## src/hw/rtl/rsrd_pkg.sv

```systemverilog
// Shared types, opcodes and helpers for the run-length sprite row decoder.
// No dependencies; imported by every module of the block.
`timescale 1ns / 1ps

package rsrd_pkg;

    typedef enum logic [2:0] {
        PH_IDLE   = 3'd0,
        PH_SINGLE = 3'd1,
        PH_RALPHA = 3'd2,
        PH_RIDX   = 3'd3,
        PH_LIT    = 3'd4,
        PH_RUN    = 3'd5,
        PH_DONE   = 3'd6
    } phase_t;

    typedef enum logic {
        ST_ACCEPT = 1'b0,
        ST_RUN    = 1'b1
    } ctl_state_t;

    typedef struct packed {
        logic load_byte;
        logic load_step;
    } dp_cmd_t;

    typedef struct packed {
        logic run_more;
        logic run_last;
    } dp_status_t;

    localparam logic [1:0] OP_ALPHA   = 2'b00;
    localparam logic [1:0] OP_LITERAL = 2'b01;
    localparam logic [1:0] OP_RUN     = 2'b10;
    localparam logic [1:0] OP_SKIP    = 2'b11;

    localparam logic CFG_FRAME_WIDTH  = 1'b0;
    localparam logic CFG_FRAME_HEIGHT = 1'b1;

    localparam logic [7:0] FULL_ALPHA = 8'hFF;
    localparam logic [7:0] END_OF_ROW = 8'h00;

    function automatic logic [7:0] alpha_map(input logic [4:0] a);
        alpha_map = (a == 5'd0) ? 8'd0 : ({a, 3'b000} - 8'd7);
    endfunction

endpackage

```

## src/hw/rtl/rsrd_ctrl.sv

```systemverilog
// Controller for the sprite row decoder: request handshakes and run emission.
// Depends on rsrd_pkg for state, command and status types.
`timescale 1ns / 1ps

module rsrd_ctrl
    import rsrd_pkg::*;
(
    input  logic       clk,
    input  logic       rst_n,
    input  logic       in_valid,
    output logic       in_stall,
    output logic       out_valid,
    input  logic       out_stall,
    input  dp_status_t status,
    output dp_cmd_t    cmd
);

    ctl_state_t state_reg;
    ctl_state_t state_next;
    logic       out_valid_reg;
    logic       out_valid_next;
    logic       out_free;

    assign out_free  = !out_valid_reg || !out_stall;
    assign out_valid = out_valid_reg;

    always_comb
    begin
        in_stall       = !((state_reg == ST_ACCEPT) && out_free);
        cmd.load_byte  = in_valid && (state_reg == ST_ACCEPT) && out_free;
        cmd.load_step  = (state_reg == ST_RUN) && out_free;
    end

    always_comb
    begin
        state_next = state_reg;
        unique case (state_reg)
            ST_ACCEPT:
            begin
                if (cmd.load_byte && status.run_more)
                begin
                    state_next = ST_RUN;
                end
            end
            ST_RUN:
            begin
                if (cmd.load_step && status.run_last)
                begin
                    state_next = ST_ACCEPT;
                end
            end
        endcase
        if (cmd.load_byte || cmd.load_step)
        begin
            out_valid_next = 1'b1;
        end
        else
        begin
            out_valid_next = out_valid_reg && out_stall;
        end
    end

    always_ff @(posedge clk or negedge rst_n)
    begin
        if (!rst_n)
        begin
            state_reg     <= ST_ACCEPT;
            out_valid_reg <= 1'b0;
        end
        else
        begin
            state_reg     <= state_next;
            out_valid_reg <= out_valid_next;
        end
    end

endmodule

```

## src/hw/rtl/rsrd_datapath.sv

```systemverilog
// Datapath for the sprite row decoder: byte decode, row state, frame size
// registers, run counter and result register. Depends on rsrd_pkg.
`timescale 1ns / 1ps

module rsrd_datapath
    import rsrd_pkg::*;
#(
    parameter int COORD_BITS = 12
)
(
    input  logic                  clk,
    input  logic                  rst_n,
    input  logic                  cfg_write,
    input  logic                  cfg_index,
    input  logic [COORD_BITS-1:0] cfg_data,
    input  logic [7:0]            data_byte,
    input  logic                  row_start,
    input  logic [COORD_BITS-1:0] row_number,
    input  logic                  frame_start,
    input  dp_cmd_t               cmd,
    output dp_status_t            status,
    output logic                  pixel_valid,
    output logic [COORD_BITS-1:0] pixel_x,
    output logic [COORD_BITS-1:0] pixel_y,
    output logic [7:0]            palette_index,
    output logic [7:0]            pixel_alpha,
    output logic                  row_done,
    output logic                  interlaced,
    output logic                  last_of_run
);

    localparam int CW = COORD_BITS + 1;

    logic [CW-1:0]         col_reg;
    logic [COORD_BITS-1:0] row_reg;
    phase_t                phase_reg;
    logic [5:0]            cnt_reg;
    logic [7:0]            alpha_reg;
    logic                  flag_reg;
    logic [COORD_BITS-1:0] width_reg;
    logic [COORD_BITS-1:0] height_reg;
    logic [5:0]            rem_reg;

    logic                  out_pv_reg;
    logic [COORD_BITS-1:0] out_x_reg;
    logic [COORD_BITS-1:0] out_y_reg;
    logic [7:0]            out_idx_reg;
    logic [7:0]            out_alpha_reg;
    logic                  out_done_reg;
    logic                  out_flag_reg;
    logic                  out_last_reg;

    logic [CW-1:0]         col_next;
    logic [COORD_BITS-1:0] row_next;
    phase_t                phase_next;
    logic [5:0]            cnt_next;
    logic [7:0]            alpha_next;
    logic                  flag_next;

    logic                  ended;
    logic [CW-1:0]         col_at;
    logic [CW-1:0]         col_inc;
    logic [CW-1:0]         width_ext;
    logic [CW-1:0]         room;
    logic [CW-1:0]         cnt_ext;
    logic                  col_in;
    logic                  row_ok;
    logic                  pix_we;
    logic [7:0]            pix_alpha;
    logic [5:0]            run_m;

    assign width_ext = {1'b0, width_reg};

    always_comb
    begin
        flag_next  = frame_start ? 1'b1 : flag_reg;
        col_next   = col_reg;
        row_next   = row_reg;
        phase_next = phase_reg;
        cnt_next   = cnt_reg;
        alpha_next = alpha_reg;
        ended      = 1'b0;
        pix_we     = 1'b0;
        pix_alpha  = 8'd0;
        run_m      = 6'd0;
        if (row_start)
        begin
            col_next   = '0;
            row_next   = row_number;
            phase_next = PH_IDLE;
            cnt_next   = 6'd0;
            ended      = (width_reg == '0);
        end
        col_at  = col_next;
        col_inc = col_next + CW'(1);
        col_in  = col_next < width_ext;
        row_ok  = row_next < height_reg;
        room    = width_ext - col_next;
        cnt_ext = {{(CW-6){1'b0}}, cnt_next};
        if (!ended)
        begin
            unique case (phase_next)
                PH_IDLE:
                begin
                    if (data_byte == END_OF_ROW)
                    begin
                        ended = 1'b1;
                    end
                    else
                    begin
                        if ((data_byte[7:6] != OP_SKIP) && row_next[0])
                        begin
                            flag_next = 1'b0;
                        end
                        case (data_byte[7:6])
                            OP_ALPHA:
                            begin
                                if (data_byte[5])
                                begin
                                    alpha_next = alpha_map(data_byte[4:0]);
                                    phase_next = PH_SINGLE;
                                end
                                else
                                begin
                                    cnt_next   = {1'b0, data_byte[4:0]};
                                    phase_next = PH_RALPHA;
                                end
                            end
                            OP_LITERAL:
                            begin
                                if (data_byte[5:0] != 6'd0)
                                begin
                                    cnt_next   = data_byte[5:0];
                                    phase_next = PH_LIT;
                                end
                            end
                            OP_RUN:
                            begin
                                cnt_next   = data_byte[5:0];
                                phase_next = PH_RUN;
                            end
                            default:
                            begin
                                col_next = col_next + {{(CW-6){1'b0}}, data_byte[5:0]};
                                ended    = col_next >= width_ext;
                            end
                        endcase
                    end
                end
                PH_SINGLE:
                begin
                    if (!col_in || !row_ok)
                    begin
                        ended = 1'b1;
                    end
                    else
                    begin
                        pix_we    = (alpha_reg != 8'd0);
                        pix_alpha = alpha_reg;
                        col_next  = col_inc;
                        ended     = col_inc >= width_ext;
                    end
                    phase_next = PH_IDLE;
                end
                PH_RALPHA:
                begin
                    alpha_next = alpha_map(data_byte[4:0]);
                    phase_next = PH_RIDX;
                end
                PH_RIDX, PH_RUN:
                begin
                    pix_alpha = (phase_next == PH_RUN) ? FULL_ALPHA : alpha_reg;
                    if (cnt_next != 6'd0)
                    begin
                        if (!col_in || !row_ok)
                        begin
                            ended = 1'b1;
                        end
                        else
                        begin
                            pix_we   = 1'b1;
                            run_m    = (room > cnt_ext) ? cnt_next : room[5:0];
                            ended    = (room <= cnt_ext);
                            col_next = col_inc;
                        end
                    end
                    cnt_next   = 6'd0;
                    phase_next = PH_IDLE;
                end
                PH_LIT:
                begin
                    if (!col_in || !row_ok)
                    begin
                        ended = 1'b1;
                    end
                    else
                    begin
                        pix_we    = 1'b1;
                        pix_alpha = FULL_ALPHA;
                        col_next  = col_inc;
                        ended     = col_inc >= width_ext;
                    end
                    cnt_next = cnt_next - 6'd1;
                    if (cnt_next == 6'd0)
                    begin
                        phase_next = PH_IDLE;
                    end
                end
                PH_DONE:
                begin
                end
                default:
                begin
                end
            endcase
        end
        if (ended)
        begin
            phase_next = PH_DONE;
        end
    end

    assign status.run_more = run_m > 6'd1;
    assign status.run_last = rem_reg == 6'd1;

    always_ff @(posedge clk or negedge rst_n)
    begin
        if (!rst_n)
        begin
            col_reg    <= '0;
            row_reg    <= '0;
            phase_reg  <= PH_IDLE;
            cnt_reg    <= 6'd0;
            alpha_reg  <= 8'd0;
            flag_reg   <= 1'b1;
            width_reg  <= '0;
            height_reg <= '0;
            rem_reg    <= 6'd0;
        end
        else
        begin
            if (cfg_write)
            begin
                case (cfg_index)
                    CFG_FRAME_WIDTH:  width_reg  <= cfg_data;
                    default:          height_reg <= cfg_data;
                endcase
            end
            if (cmd.load_byte)
            begin
                col_reg   <= col_next;
                row_reg   <= row_next;
                phase_reg <= phase_next;
                cnt_reg   <= cnt_next;
                alpha_reg <= alpha_next;
                flag_reg  <= flag_next;
                rem_reg   <= run_m - 6'd1;
            end
            else if (cmd.load_step)
            begin
                col_reg <= col_reg + CW'(1);
                rem_reg <= rem_reg - 6'd1;
            end
        end
    end

    always_ff @(posedge clk)
    begin
        if (cmd.load_byte)
        begin
            out_pv_reg    <= pix_we;
            out_x_reg     <= pix_we ? col_at[COORD_BITS-1:0] : '0;
            out_y_reg     <= pix_we ? row_next : '0;
            out_idx_reg   <= pix_we ? data_byte : 8'd0;
            out_alpha_reg <= pix_we ? pix_alpha : 8'd0;
            out_done_reg  <= (phase_next == PH_DONE);
            out_flag_reg  <= flag_next;
            out_last_reg  <= !(run_m > 6'd1);
        end
        else if (cmd.load_step)
        begin
            out_x_reg    <= col_reg[COORD_BITS-1:0];
            out_last_reg <= (rem_reg == 6'd1);
        end
    end

    assign pixel_valid   = out_pv_reg;
    assign pixel_x       = out_x_reg;
    assign pixel_y       = out_y_reg;
    assign palette_index = out_idx_reg;
    assign pixel_alpha   = out_alpha_reg;
    assign row_done      = out_done_reg;
    assign interlaced    = out_flag_reg;
    assign last_of_run   = out_last_reg;

endmodule

```

## src/hw/rtl/rle_sprite_row_decoder_core.sv

```systemverilog
// The first result is registered as a coded byte is accepted and shows in the cycle after.
// Throughput: one byte per cycle while the output is not stalled; a run byte writing m
// pixels (m up to 63) holds the input after acceptance until the run counter ends the run.
// Reset (asynchronous, active low): column, row, counters and frame size cleared,
// decoder idle awaiting a command byte, interlace flag set, no result pending.
`timescale 1ns / 1ps

module rle_sprite_row_decoder_core
    import rsrd_pkg::*;
#(
    parameter int COORD_BITS = 12
)
(
    input  logic                  clk,
    input  logic                  rst_n,
    input  logic                  cfg_write,
    input  logic                  cfg_index,
    input  logic [COORD_BITS-1:0] cfg_data,
    input  logic                  in_valid,
    output logic                  in_stall,
    input  logic [7:0]            data_byte,
    input  logic                  row_start,
    input  logic [COORD_BITS-1:0] row_number,
    input  logic                  frame_start,
    output logic                  out_valid,
    input  logic                  out_stall,
    output logic                  pixel_valid,
    output logic [COORD_BITS-1:0] pixel_x,
    output logic [COORD_BITS-1:0] pixel_y,
    output logic [7:0]            palette_index,
    output logic [7:0]            pixel_alpha,
    output logic                  row_done,
    output logic                  interlaced,
    output logic                  last_of_run
);

    dp_cmd_t    cmd;
    dp_status_t dp_status;

    rsrd_ctrl u_ctrl (
        .clk       (clk),
        .rst_n     (rst_n),
        .in_valid  (in_valid),
        .in_stall  (in_stall),
        .out_valid (out_valid),
        .out_stall (out_stall),
        .status    (dp_status),
        .cmd       (cmd)
    );

    rsrd_datapath #(
        .COORD_BITS (COORD_BITS)
    ) u_datapath (
        .clk           (clk),
        .rst_n         (rst_n),
        .cfg_write     (cfg_write),
        .cfg_index     (cfg_index),
        .cfg_data      (cfg_data),
        .data_byte     (data_byte),
        .row_start     (row_start),
        .row_number    (row_number),
        .frame_start   (frame_start),
        .cmd           (cmd),
        .status        (dp_status),
        .pixel_valid   (pixel_valid),
        .pixel_x       (pixel_x),
        .pixel_y       (pixel_y),
        .palette_index (palette_index),
        .pixel_alpha   (pixel_alpha),
        .row_done      (row_done),
        .interlaced    (interlaced),
        .last_of_run   (last_of_run)
    );

    a_run_holds_input: assert property (@(posedge clk) disable iff (!rst_n)
        (in_valid && !in_stall && dp_status.run_more) |=> in_stall)
        else $error("input not held after multi-pixel run request");

    a_run_end_last: assert property (@(posedge clk) disable iff (!rst_n)
        (cmd.load_step && dp_status.run_last) |=> (out_valid && last_of_run))
        else $error("final run pixel not marked last");

    a_status_alone: assert property (@(posedge clk) disable iff (!rst_n)
        (out_valid && !pixel_valid) |-> last_of_run)
        else $error("status result not the only result of its request");

endmodule
```

## config.mk

```make
export PLATFORM = sky130hd
export DESIGN_NAME = rle_sprite_row_decoder_core
export DESIGN_NICKNAME = d
export VERILOG_FILES = /design/src/hw/rtl/rsrd_pkg.sv /design/src/hw/rtl/rsrd_ctrl.sv /design/src/hw/rtl/rsrd_datapath.sv /design/src/hw/rtl/rle_sprite_row_decoder_core.sv
export SDC_FILE = /design/constraint.sdc
export NUM_CORES = 1
export LEC_CHECK = 0
export ABC_AREA = 1
export BUFFER_PORTS_ARGS = -buffer_cell sky130_fd_sc_hd__buf_2
export CAP_MARGIN = 20
export CORE_MARGIN = 3
export CORE_UTILIZATION = 25
export CTS_BUF_LIST = sky130_fd_sc_hd__clkbuf_8 sky130_fd_sc_hd__clkbuf_16
export DETAILED_ROUTE_END_ITERATION = 7
export SYNTH_ARGS = -nofsm -noshare
export SYNTH_HDL_FRONTEND = slang
export SYNTH_SLANG_ARGS = --single-unit
export TNS_END_PERCENT = 1
```

## constraint.sdc

```tcl
create_clock -name clk -period 7.15 [get_ports clk]
set_clock_uncertainty 0.2 [all_clocks]
set_input_delay 0.3575 -clock clk [delete_from_list [all_inputs] [get_ports clk]]
set_output_delay 0.3575 -clock clk [all_outputs]
set_load 0.05 [all_outputs]
```

==> results.md, run 1 <==
- For this run, the detailed router's first-pass iteration total came to 6.
- From synthesis to final layout, the design area changed by 17.1%.
- Ranked by total cell area, the synthesized netlist is headed by sky130_fd_sc_hd__dfrtp_1 (21%), sky130_fd_sc_hd__edfxtp_1 (15%), sky130_fd_sc_hd__nand2_1 (10%), sky130_fd_sc_hd__ha_1 (10%), sky130_fd_sc_hd__inv_1 (8.3%).
- The number of antenna diodes in the final layout is 0.
- Along the worst path, the maximum fanout reaches 38.
- The combined flip-flop and latch cell area is 3120 um^2.
- Across the VDD grid, the largest voltage drop is 201 uV.
- Once detail routing completed, the nets flagged for antenna violations numbered 0.
- During I/O placement, the number of pins put on the boundary was 86.
- After Yosys synthesis, full adders, half adders and majority gates account for 10.3% of the synthesized area.
- The H-tree was split into 4 levels.
- The effective utilization at floorplan is 25.7%.
- The number of buffers inserted by hold repair at cts is 1.
- The number of placement rows is 67.
- The number of remaining DRC errors is 0.
- The total of max-cap violations is 0.
- The worst setup path is captured at a flop.
- The startpoint type of the worst setup path is an input port.
- From left edge to right edge, the die measures 193 um.
- The worst path needs 4.79 ns of the cycle, external delays included.
- Dividing the detail-routed wire length by the instance count gives 15.6 um.
- In the synthesized netlist the async set-or-reset flop fraction comes to 62.9%.
- The via count of the first global-routing pass is 7850.
- The data arrival time of the critical path is 4.74 ns.
- The maximum clock frequency is 0.209 GHz.
- Synthesis produced a netlist with a net count of 1288.
- Measured against its own limit, the worst slew margin works out to 44.0%.
- The clock latency reported for the late side of the worst-skew pair is 0.42 ns.
- The path class of the tightest hold or removal check is input port to flop.
- Ranked by instance count, the synthesized netlist is headed by sky130_fd_sc_hd__nand2_1 (242), sky130_fd_sc_hd__inv_1 (193), sky130_fd_sc_hd__nor2_1 (112).
- The largest area contributor in the netlist is sky130_fd_sc_hd__dfrtp_1.
- The register with the most flip-flops in the layout has 13 of them.
- The clock-pin slew reported for the worst setup and hold paths after clock tree synthesis is 0.05 ns.
- The floorplan step defined a core boundary enclosing 34000 um^2.
- In this run, synthesis produced a sequential element count of 116.
- The dominant combinational cell family by area after synthesis is simple AND/OR/NAND/NOR gates.
- In the synthesized netlist, mux cells make up 0% of the area.
- On the worst path, the slowest cell contributes a delay of 0.63 ns.
- After synthesis, the netlist uses 54 different library cells.
- Adding up every negative setup slack in the final design gives 0 ns.
- Of the cells placed in the final design, the portion with a size suffix greater than 1 is 14.0%.
- Setup violations remaining at the end of the flow were counted as 0.
- The overall die height is 193 um.
- The cell chosen for the clock root is sky130_fd_sc_hd__clkbuf_16.
- The number of nets in the layout is 1372.
- The HPWL after detailed placement is 21100 um.
- Entering global routing, the biggest net connects 52 pins.
- The number of antenna violations at the first check in global routing is 0.
- For the pin with the worst max-slew slack, the measured transition is 0.838 ns.
- The data required time at the worst endpoint is 7.09 ns.
- Including well taps, the total number of placed cells is 1689.
- The CTS tree is built.
- The die covers 37200 um^2.
- The setup slack at placement is 2.01 ns.
- The number of filler cells placed in the layout is 3611.
- The start-to-end type of the worst setup path is input port to flop.
- The post-route non-filler standard cell count is 1722.
- Of the total synthesized cell area, the portion taken by XOR and XNOR cells is 3.21%.
- The flow ran to the end, and the final reports show no timing, DRC or antenna violations.
- The most instantiated library cell after synthesis is sky130_fd_sc_hd__nand2_1.
- During synthesis, Yosys emitted a total of 0 warnings.
- The clock tree buffer depth is 2.
- Post-CTS timing repair inserted 0 buffers for setup.
- The first-pass GRT wire length is 42400 um.
- The clock sink count is 116.
- The via density per instance is 4.75.
- The final routed wirelength across all metal layers is 26800 um.
- The design area is 10200 um^2.
- The mean cell area of the mapped netlist is 7.41 um^2.
- The overall fraction of global-route tracks in use is 14.7%.
- The total overflow left after global routing is 0.
- Summing the areas of all compound-gate instances in the mapped netlist gives 15.4% of the synthesized area.
- After technology mapping, the gate count stands at 1177.
- The synthesized netlist devotes 25.2% of its cell area to simple gates.
- The post-synthesis sequential area ratio is 35.8%.
- The analysis attributes to cell leakage a power of 5.01 nW.
- The hold violation total from the final report is 0.
- The mapped cell area is 8720 um^2.
- The post-cts sizing count is 0.
- The CTS buffer count is 17.
- The congestion estimate from routability-driven global placement came to 0.945.
- Setup repair after global routing left no endpoint under its margin.
- The share of the clock period used by the worst path is 67.0%.
- For this design the ratio of total power to cell area is 370 nW/um^2.
- The post-place instance area is 9630 um^2.
- The critical path goes through buf_2, inv_2, nand2_1, ha_1, nand2_1, inv_1, a21oi_1, xnor2_1, ha_1, nand2_1, inv_1, o21ai_0, nand2_1, nor2_1, nand3_1, nor2_2, nand2_2, nand2_1, nand3_1, ha_1, o21ai_0, nor3_1, nand2_1, o21ai_0.
- Cells fill 30.1% of the core in the end.
- Input and output buffers added on the ports amount to 85.
- The number of slew-limit violations in the final report is 0.
- Setup slack closes at 2.36 ns.
- The share of the synthesized area in the top cell type is 20.7%.
- The highest-delay cell along the critical path is sky130_fd_sc_hd__buf_2.
- Among all flip-flop cells after synthesis, the most frequent one is sky130_fd_sc_hd__dfrtp_1.
- The number of enable-type register cells in the synthesized netlist is 43.
- The multi-input combinational cell area is 4720 um^2.
- The total number of vias is 8172.
- The most numerous cell type found on the critical path is sky130_fd_sc_hd__nand2_1.
- The violation count after the first detailed-routing iteration is 753.
==> placed cells by master, fill, tap and decap left out, drive strengths merged, types with 4 or more instances in the layout <==
| cell type | instances |
|---|---|
| nor4 | 4 |
| o21ai | 110 |
| a21oi | 44 |
| nand3 | 64 |
| clkinv | 5 |
| buf | 89 |
| o22ai | 12 |
| nand4 | 18 |
| o211ai | 14 |
| a221oi | 4 |
| nor2 | 125 |
| or2 | 18 |
| nand2 | 247 |
| edfxtp | 43 |
| xor2 | 27 |
| nor3 | 17 |
| clkbuf | 19 |
| xnor2 | 5 |
| dfrtp | 72 |
| a22oi | 9 |
| ha | 70 |
| inv | 211 |
| o31ai | 7 |
| a31oi | 10 |
==> per-stage QoR <==
stage / hold slack [ns] / total power, W
after global routing: 0.0237 / 0.00409
after floorplan: -0.138 / 0.00243
after CTS: 0.00325 / 0.00379
after detailed placement: 0.133 / 0.00295
final: 0.0162 / 0.00378
after global placement: 0.126 / 0.00293
==> per-layer routing <==
| metal | vias up | wire [um] | share of wire [%] | global-route usage (%) |
|---|---|---|---|---|
| met3 | 63 | 1480 | 5.5 | 2.78 |
| li1 | 4074 | - | - | - |
| met2 | 256 | 12400 | 46 | 23.7 |
| met4 | 0 | 1060 | 3.9 | 6.39 |
| met5 | - | 0 | 0 | 0 |
| met1 | 3779 | 11900 | 44 | 19.1 |
==> worst max-delay path: cells and delay by family <==
kind,cells,cell delay (ns)
compound gates,4,0.58
xor+xnor,1,0.20
fa+ha+maj,3,0.95
buf+inv,4,1.05
simple gates,12,1.55
==> logic make-up (layout without fill, tap and decap cells) <==
kind of cell    Yosys count  after routing
xor+xnor                 32             32
fa+ha+maj                71             71
simple gates            499            499
compound gates          228            228
buf+inv                 231            328
flops                   116            116
==> where the power goes <==
| group | total, W | internal, W | switching, W |
|---|---|---|---|
| Combinational | 0.00193 | 0.000587 | 0.00135 |
| Clock | 0.000822 | 0.000505 | 0.000317 |
| Sequential | 0.00103 | 0.000907 | 0.000122 |
| Total | 0.00378 | 0.00200 | 0.00178 |
==> worst paths after layout <==
path,from,to,slack [ns],cells past startpoint
setup / recovery,row_start,u_datapath.last_of_run,2.36,24
hold / removal,out_stall,u_ctrl.out_valid,0.02,3
setup reg to reg,u_datapath.col_reg[2],u_datapath.last_of_run,2.57,24
hold reg to reg,u_datapath.row_reg[3],u_datapath.row_reg[3],0.28,2
max in group asynchronous,rst_n,u_datapath.col_reg[3],5.52,3
min in group asynchronous,rst_n,u_datapath.width_reg[6],0.22,2
==> cell type report <==
cell class              instances  share of cell area [%]
well taps                     448                    5.49
repair buffers                 90                    4.58
clock inverters                13                    1.08
flip-flops and latches        116                    30.5
multi-input cells             830                    46.2
inverters                     206                    7.57
clock buffers                  19                    4.54
(Power assumes the default switching activity.)
==> run 2, diff against run 1 <==
ABC_AREA = 0   (was 1)
clock period = 4.89 ns   (was 7.15 ns; I/O delays follow)
==> results.md, run 2 <==
- Of the total synthesized cell area, the portion taken by XOR and XNOR cells is 5.31%.
- The worst slew margin relative to its limit is 29.2%.
- Of the total synthesized cell area, the portion taken by AND, OR, NAND and NOR gates is 18.1%.
- The most frequently used flop master after synthesis is sky130_fd_sc_hd__dfrtp_1.
- STA classifies the critical path startpoint as a flop.
- Yosys printed 0 warnings.
- The clock-pin slew reported for the worst setup and hold paths after clock tree synthesis is 0.06 ns.
- The largest area contributor in the netlist is sky130_fd_sc_hd__dfrtp_1.
- Compared with the post-synthesis result, the final layout area differs by 21.7%.
- The share of synthesized area in the top cell type comes to 21.1%.
- The worst setup margin is 0.269 ns.
- The hold violation total from the final report is 0.
- The instance count of the mapped netlist is 966.
- After routing, the total negative slack on setup checks comes to 0 ns.
- At the end of routability-driven placement, the weighted congestion stood at 1.01.
- The highest net fanout along the worst path is 8.
- The core occupancy in the finished layout is 31.0%.
- Summed over all cells, the static leakage comes to 4.48 nW.
- The overall fraction of global-route tracks in use is 15.2%.
- The later pin in the worst-skew pair is clocked with a latency of 0.43 ns.
- The tool flagged a number of max-cap violations equal to 0.
- The instance count after placement with tap cells included is 1480.
- In the synthesized netlist, mux cells make up 4.50% of the area.
- Yosys attributes the largest share of cell area to sky130_fd_sc_hd__dfrtp_1 (21%), sky130_fd_sc_hd__edfxtp_1 (15%), sky130_fd_sc_hd__ha_1 (10%), sky130_fd_sc_hd__nand2_1 (4.9%), sky130_fd_sc_hd__nor2_1 (3.7%).
- The number of antenna violations at the first check in global routing is 0.
- The number of filler cells placed in the layout is 3504.
- The number of slew-limit violations in the final report was 0.
- The root buffer cell chosen for the clock tree is sky130_fd_sc_hd__clkbuf_16.
- Summing the areas of all compound-gate instances in the mapped netlist gives 20.0% of the synthesized area.
- The final hold slack is 0.00876 ns.
- The number of flip-flops under the largest register name is 13.
- The clock sink count is 116.
- Power spread over the standard cell area amounts to 479 nW/um^2.
- When the netlist entered floorplanning its net count stood at 1077.
- Entering global routing, the biggest net connects 74 pins.
- The data required time at the worst endpoint is 4.85 ns.
- The number of enable-type register cells in the synthesized netlist is 43.
- sky130_fd_sc_hd__nand2_1 is the most common cell in the netlist.
- The H-tree depth is 4.
- The number of remaining DRC errors is 0.
- The total number of vias is 7856.
- The via count of the first global-routing pass came to 7661.
- Measured along the x axis, the die boundary spans 191 um.
- The setup slack at placement is 0.237 ns.
- The CTS buffer count is 17.
- The tightest min-delay check is of the input port to flop type.
- The first-pass GRT wire length is 43300 um.
- The worst setup path is captured at a flop.
- Timing would allow up to 0.216 GHz.
- The flow ran to the end, and the final reports show no timing, DRC or antenna violations.
- The worst-margin pin slew is 1.06 ns.
- Each instance of the synthesized netlist takes up on average 8.86 um^2.
- The mapped cell area is 8560 um^2.
- The detail-routed net length per standard cell is 18.0 um.
- Of the cells placed in the final design, the portion with a size suffix greater than 1 is 16.5%.
- The routed design has 27700 um of wire.
- The HPWL after detailed placement is 21000 um.
- The sum of overflow across all layers after global routing is 0.
- The number of distinct library cells after synthesis is 78.
- TritonCTS built the clock tree.
- Row generation in the floorplan step produced 67 rows.
- The data arrival time of the critical path is 4.58 ns.
- After synthesis, the share of flip-flops with an asynchronous set or reset is 62.9%.
- 86 I/O pins were placed.
- The total of endpoints with negative setup slack in the final report is 0.
- The share of the clock period used by the worst path is 94.5%.
- The number of I/O port buffers is 85.
- The post-synthesis sequential area ratio is 36.5%.
- The first-pass iteration count of the detailed router is 7.
- The adder-cell area share of the yosys netlist is 10.6%.
- Leaving out fill and tap cells, the most frequent cells in the layout are sky130_fd_sc_hd__nand2_1 (112), sky130_fd_sc_hd__nor2_1 (84), sky130_fd_sc_hd__buf_2 (84), sky130_fd_sc_hd__dfrtp_1 (72), sky130_fd_sc_hd__ha_1 (70).
- No sink is reached through more buffers than the 2 on the longest clock path.
- The overall die height is 191 um.
- The net count of the finished layout is 1186.
- Setup repair after global routing left no endpoint under its margin.
- The effective utilization at floorplan is 25.5%.
- The remaining number of nets flagged by the antenna check after routing is 0.
- In this run, synthesis produced a sequential element count of 116.
- After synthesis, the largest family of logic cells by area is compound AO/OA/AOI/OAI gates.
- The minimum period implied by the final worst setup slack is 4.62 ns.
- Excluding fillers, the count of instances in the completed layout stands at 1536.
- The total die area is 36500 um^2.
- The start-to-end type of the worst setup path is flop to flop.
- The violation count after the first detailed-routing iteration is 668.
- Counting instances in the post-synthesis netlist gives the leading cell types as sky130_fd_sc_hd__nand2_1 (112), sky130_fd_sc_hd__nor2_1 (85), sky130_fd_sc_hd__dfrtp_1 (72).
- The region available for standard cell placement spans 33600 um^2.
- The via density per instance is 5.11.
- The most common library cell in the layout ignoring fill and taps is sky130_fd_sc_hd__nand2_1.
- The repair_antennas step left the layout with diodes totalling 0.
- The highest ir drop seen on vdd is 204 uV.
==> run 2: what timing repair did <==
| action | in CTS | in global routing |
|---|---|---|
| buffers inserted | 0 | 0 |
| setup endpoints to repair | 0 | 1 |
| hold buffers | 23 | 0 |
| endpoints found under the hold margin | 110 | 0 |
| resized for setup | 0 | 3 |
==> run 2: path summary, 6_finish.rpt <==
| check | depth (start not counted) | startpoint | slack, ns | endpoint |
|---|---|---|---|---|
| max | 19 | u_datapath.col_reg[0] | 0.27 | u_datapath.last_of_run |
| min | 3 | row_number[10] | 0.009 | u_datapath.row_reg[10] |
| max reg2reg | 19 | u_datapath.col_reg[0] | 0.27 | u_datapath.last_of_run |
| min reg2reg | 2 | u_datapath.flag_reg | 0.26 | u_datapath.flag_reg |
| max in group asynchronous | 3 | rst_n | 3.75 | u_datapath.flag_reg |
| min in group asynchronous | 2 | rst_n | 0.12 | u_datapath.rem_reg[3] |
==> run 2: layout make-up <==
type / instances / area [um^2] / share of cell area, %
clock buffer: 17 / 425 / 4.09
clock inverter: 15 / 180 / 1.73
inverter: 70 / 263 / 2.52
multi-input combinational: 740 / 5020 / 48.2
sequential: 116 / 3120 / 30.0
tap: 448 / 561 / 5.38
timing repair buffer: 130 / 843 / 8.10
==> run 2: metrics by stage <==
| step | total power (W) | instance area (um^2) |
|---|---|---|
| after detailed placement | 0.00364 | 9540 |
| after global routing | 0.00529 | 10400 |
| final | 0.00499 | 10400 |
| after floorplan | 0.00302 | 8560 |
| after CTS | 0.00499 | 10400 |
| after global placement | 0.00362 | 9540 |
==> run 2: kinds of logic (layout without fill, tap and decap cells) <==
logic type	after synthesis	count (layout)
flip-flops	116	116
adder cells (fa/ha/maj)	72	72
AO/OA/AOI/OAI	252	252
XOR/XNOR	51	51
multiplexers	36	36
AND/OR/NAND/NOR	329	329
buffers and inverters	110	232
==> run 2: power breakdown <==
| part | total, W | switching (W) | leakage (nW) | internal [W] |
|---|---|---|---|---|
| Clock | 0.00131 | 0.000504 | 0.295 | 0.000805 |
| Combinational | 0.00219 | 0.00145 | 2.87 | 0.000743 |
| Sequential | 0.00149 | 0.000199 | 1.31 | 0.00129 |
==> run 2: critical path, stage by stage, from the launching register on <==
cell and delay, ns:
sky130_fd_sc_hd__dfrtp_1 0.44, sky130_fd_sc_hd__nor2b_1 0.18, sky130_fd_sc_hd__ha_1 0.21, sky130_fd_sc_hd__fa_1 0.41
sky130_fd_sc_hd__nor2b_1 0.17, sky130_fd_sc_hd__o21a_1 0.13, sky130_fd_sc_hd__nor2_1 0.05, sky130_fd_sc_hd__xnor2_1 0.27
sky130_fd_sc_hd__ha_1 0.30, sky130_fd_sc_hd__a211oi_1 0.19, sky130_fd_sc_hd__o21ai_0 0.12, sky130_fd_sc_hd__o221ai_1 0.11
sky130_fd_sc_hd__and4_2 0.32, sky130_fd_sc_hd__nand3_4 0.15, sky130_fd_sc_hd__mux2_1 0.37, sky130_fd_sc_hd__nor2_2 0.14
sky130_fd_sc_hd__inv_1 0.06, sky130_fd_sc_hd__ha_1 0.22, sky130_fd_sc_hd__o221ai_1 0.24, sky130_fd_sc_hd__o21ai_1 0.09
==> run 2: routing by layer <==
layer / vias to the layer above / routed length [um] / track usage [%]
li1: 3704 / - / -
met2: 323 / 12800 / 24.7
met5: - / 0 / 0
met1: 3777 / 12200 / 20.3
met3: 52 / 1910 / 2.77
met4: 0 / 716 / 5.25
==> run 3, diff against run 2 <==
ABC_AREA = 1   (was 0)
ABC_CLOCK_PERIOD_IN_PS = 4890   (was not set)
BUFFER_PORTS_ARGS = not set   (was -buffer_cell sky130_fd_sc_hd__buf_2)
DONT_BUFFER_PORTS = 1   (was not set)
==> results.md, run 3 (same netlist as run 1, synthesis figures left out) <==
- TritonCTS created 17 clock buffers.
- The number of I/O port buffers is 0.
- The post-place instance area is 9220 um^2.
- Using the TritonRoute via totals, the vias-per-cell ratio works out to 4.86.
- The design area is 10100 um^2.
- STA classifies the critical path endpoint as a flop.
- The clock latency reported for the late side of the worst-skew pair is 0.43 ns.
- The hold violation total from the final report is 0.
- The overall fraction of global-route tracks in use is 15.1%.
- After layout, the worst path uses 90.9% of the clock period.
- The finished layout holds 1665 standard cells, fillers aside.
- For this run the aggregate overflow at the end of global routing stands at 0.
- For this design, the slowest cell found on the critical path is sky130_fd_sc_hd__dfrtp_1.
- Setup repair after global routing left no endpoint under its margin.
- The peak per-stage delay on the critical path is 0.40 ns.
- The first global-routing pass estimated 43400 um of wire.
- The via count of the first global-routing pass is 7928.
- The clock tree buffer depth is 2.
- The most common library cell in the layout ignoring fill and taps is sky130_fd_sc_hd__nand2_1.
- Clock-pin slew was measured on the worst setup and hold paths at 0.06 ns.
- OpenSTA, run right after detailed placement, puts the worst setup slack at 0.480 ns.
- The sequential share of power is 32.2%.
- The total negative slack is 0 ns.
- Registers take 3120 um^2.
- The remaining number of nets flagged by the antenna check after routing is 0.
- After detailed routing, the number of remaining DRC violations is 0.
- The total power consumption of the routed design is 0.00558 W.
- The number of placement rows is 67.
- The type of the tightest min-delay check is input port to flop.
- The HPWL after detailed placement is 20900 um.
- The area of the core is 34000 um^2.
- The static leakage is 4.80 nW.
- The portion of total power attributed to the clock network is 23.6%.
- The run finished with clean final reports.
- For the pin with the worst max-slew slack, the measured transition is 0.984 ns.
- Dividing the detail-routed wire length by the instance count gives 16.5 um.
- Of all nets on the critical path, the largest fanout is 8.
- The data arrival time of the critical path is 4.39 ns.
- The routability congestion estimate is 0.914.
- The total number of vias is 8097.
- The clock sink count is 116.
- For this configuration, the core starts out at a cell density of 25.7%.
- Traced cell by cell, the critical path runs through inv_1, nor2_2, inv_1, ha_1, a21oi_1, nand2_1, a21oi_1, xnor2_1, ha_1, nand2_1, inv_1, o21ai_0, nand2_1, nor2_1, nand3_1, nor2_2, nand2_2, nand2_1, nand3_1, ha_1, o21ai_0, nor3_1, nand2_1, o21ai_0.
- In this run the number of H-tree levels came out at 4.
- Across the VDD grid, the largest voltage drop is 256 uV.
- The worst setup path is of the flop to flop kind.
- Subtracting the final worst setup slack from the clock period gives 4.45 ns.
- Derived from the worst setup path, the maximum achievable clock frequency is 0.225 GHz.
- The floorplan step defined a die boundary enclosing 37200 um^2.
- After detailed routing, the total wire length is 27400 um.
- The cell chosen for the clock root is sky130_fd_sc_hd__clkbuf_16.
- The data required time at the worst endpoint is 4.84 ns.
- Leaving out fill and tap cells, the most frequent cells in the layout are sky130_fd_sc_hd__nand2_1 (242), sky130_fd_sc_hd__inv_1 (194), sky130_fd_sc_hd__nor2_1 (112), sky130_fd_sc_hd__o21ai_0 (105), sky130_fd_sc_hd__dfrtp_1 (72).
- The die is 193 um wide.
- Headroom to the max-slew limit came out at 34.2%.
- Power spread over the standard cell area amounts to 552 nW/um^2.
- The worst setup path is launched from a flop.
- The proportion of total power due to net switching is 46.1%.
- The cell occurring most often along the worst timing path is sky130_fd_sc_hd__nand2_1.
- The first-pass iteration count of the detailed router is 5.
- The fraction of final layout cells sized beyond drive strength 1 is 7.72%.
- The tool flagged a number of max-cap violations equal to 0.
- The number of filler cells placed in the layout is 3614.
- The first routing iteration left 737 violations.
- The instance count after placement with tap cells included is 1605.
- Entering global routing, the biggest net connects 74 pins.
- 86 I/O pins were placed.
- The antenna cell count is 0.
- The multi-input combinational cells in the finished layout cover a total of 4730 um^2.
- The overall die height is 193 um.
- TritonCTS built the clock tree.
- The combinational group share of total power is 44.2%.
- The area growth from synthesis to layout is 16.0%.
- The worst setup margin is 0.444 ns.
- For this run, the post-layout net count is 1315.
- The number of antenna violations at the first check in global routing came to 0.
- The analysis attributes to net switching a power of 0.00258 W.
- The cell-internal power is 0.00301 W.
- The number of slew-limit violations in the final report came to 0.
- The total of endpoints with negative setup slack in the final report is 0.
- The register with the most flip-flops in the layout has 13 of them.
==> run 3: changes by cell type in the layout (fill, tap and decap cells not counted), sizes merged, moves of 16 or more <==
cell,change
nand2,+135
inv,+134
and2,-19
xnor2,-30
buf,-101
o21ai,+39
nand3,+39
nor2,+40
mux2,-20
mux2i,-16
==> run 3: timing repair <==
item,in CTS,in global routing
hold buffers,28,0
buffers inserted,0,0
gates resized for setup,0,0
endpoints found under the hold margin,131,0
==> run 3: power groups by stage <==
stage	Sequential [W]	Combinational (W)	Clock, W
after floorplan	0.00173	0.00182	0
after global placement	0.00181	0.00236	0
after detailed placement	0.00182	0.00239	0
after CTS	0.00180	0.00244	0.00134
after global routing	0.00183	0.00281	0.00140
final	0.00180	0.00247	0.00132
==> run 3: worst paths after layout <==
check,from,endpoint,slack [ns],cells past startpoint
max in group asynchronous,rst_n,u_datapath.col_reg[2],3.92,2
setup / recovery,u_datapath.col_reg[2],u_datapath.last_of_run,0.44,24
hold reg to reg,u_datapath.row_reg[2],u_datapath.row_reg[2],0.28,2
hold / removal,row_start,u_datapath.cnt_reg[1],0.007,3
min in group asynchronous,rst_n,u_datapath.width_reg[6],0.20,2
setup reg to reg,u_datapath.col_reg[2],u_datapath.last_of_run,0.44,24
==> run 3: final cells by class <==
class                      instances  area share, %
multi-input combinational        830           46.7
sequential                       116           30.8
inverter                         206           7.64
tap                              448           5.54
clock buffer                      18           4.34
timing repair buffer              33           3.31
clock inverter                    14           1.67
==> run 3: through the flow <==
step | util, % | hold WS, ns
after floorplan | - | -0.251
after CTS | 29.8 | 0.000982
final | 29.8 | 0.00700
after global routing | 29.8 | 0.0384
after detailed placement | 27.1 | -0.243
after global placement | 27.1 | -0.243
==> run 3: routing by layer <==
layer	track usage, %	part of all wire [%]	vias up
met4	6.00	2.9	0
met3	2.07	5.9	50
met1	19.7	44	3778
li1	-	-	3954
met2	25.0	47	315
met5	0	0	-
==> run 3: worst max-delay path: cells and delay by family, from the launching register on <==
kind,cells,cell delay (ns)
simple gates,12,1.48
buf+inv,3,0.20
flops,1,0.40
fa+ha+maj,3,0.97
xor+xnor,1,0.18
compound gates,5,0.74
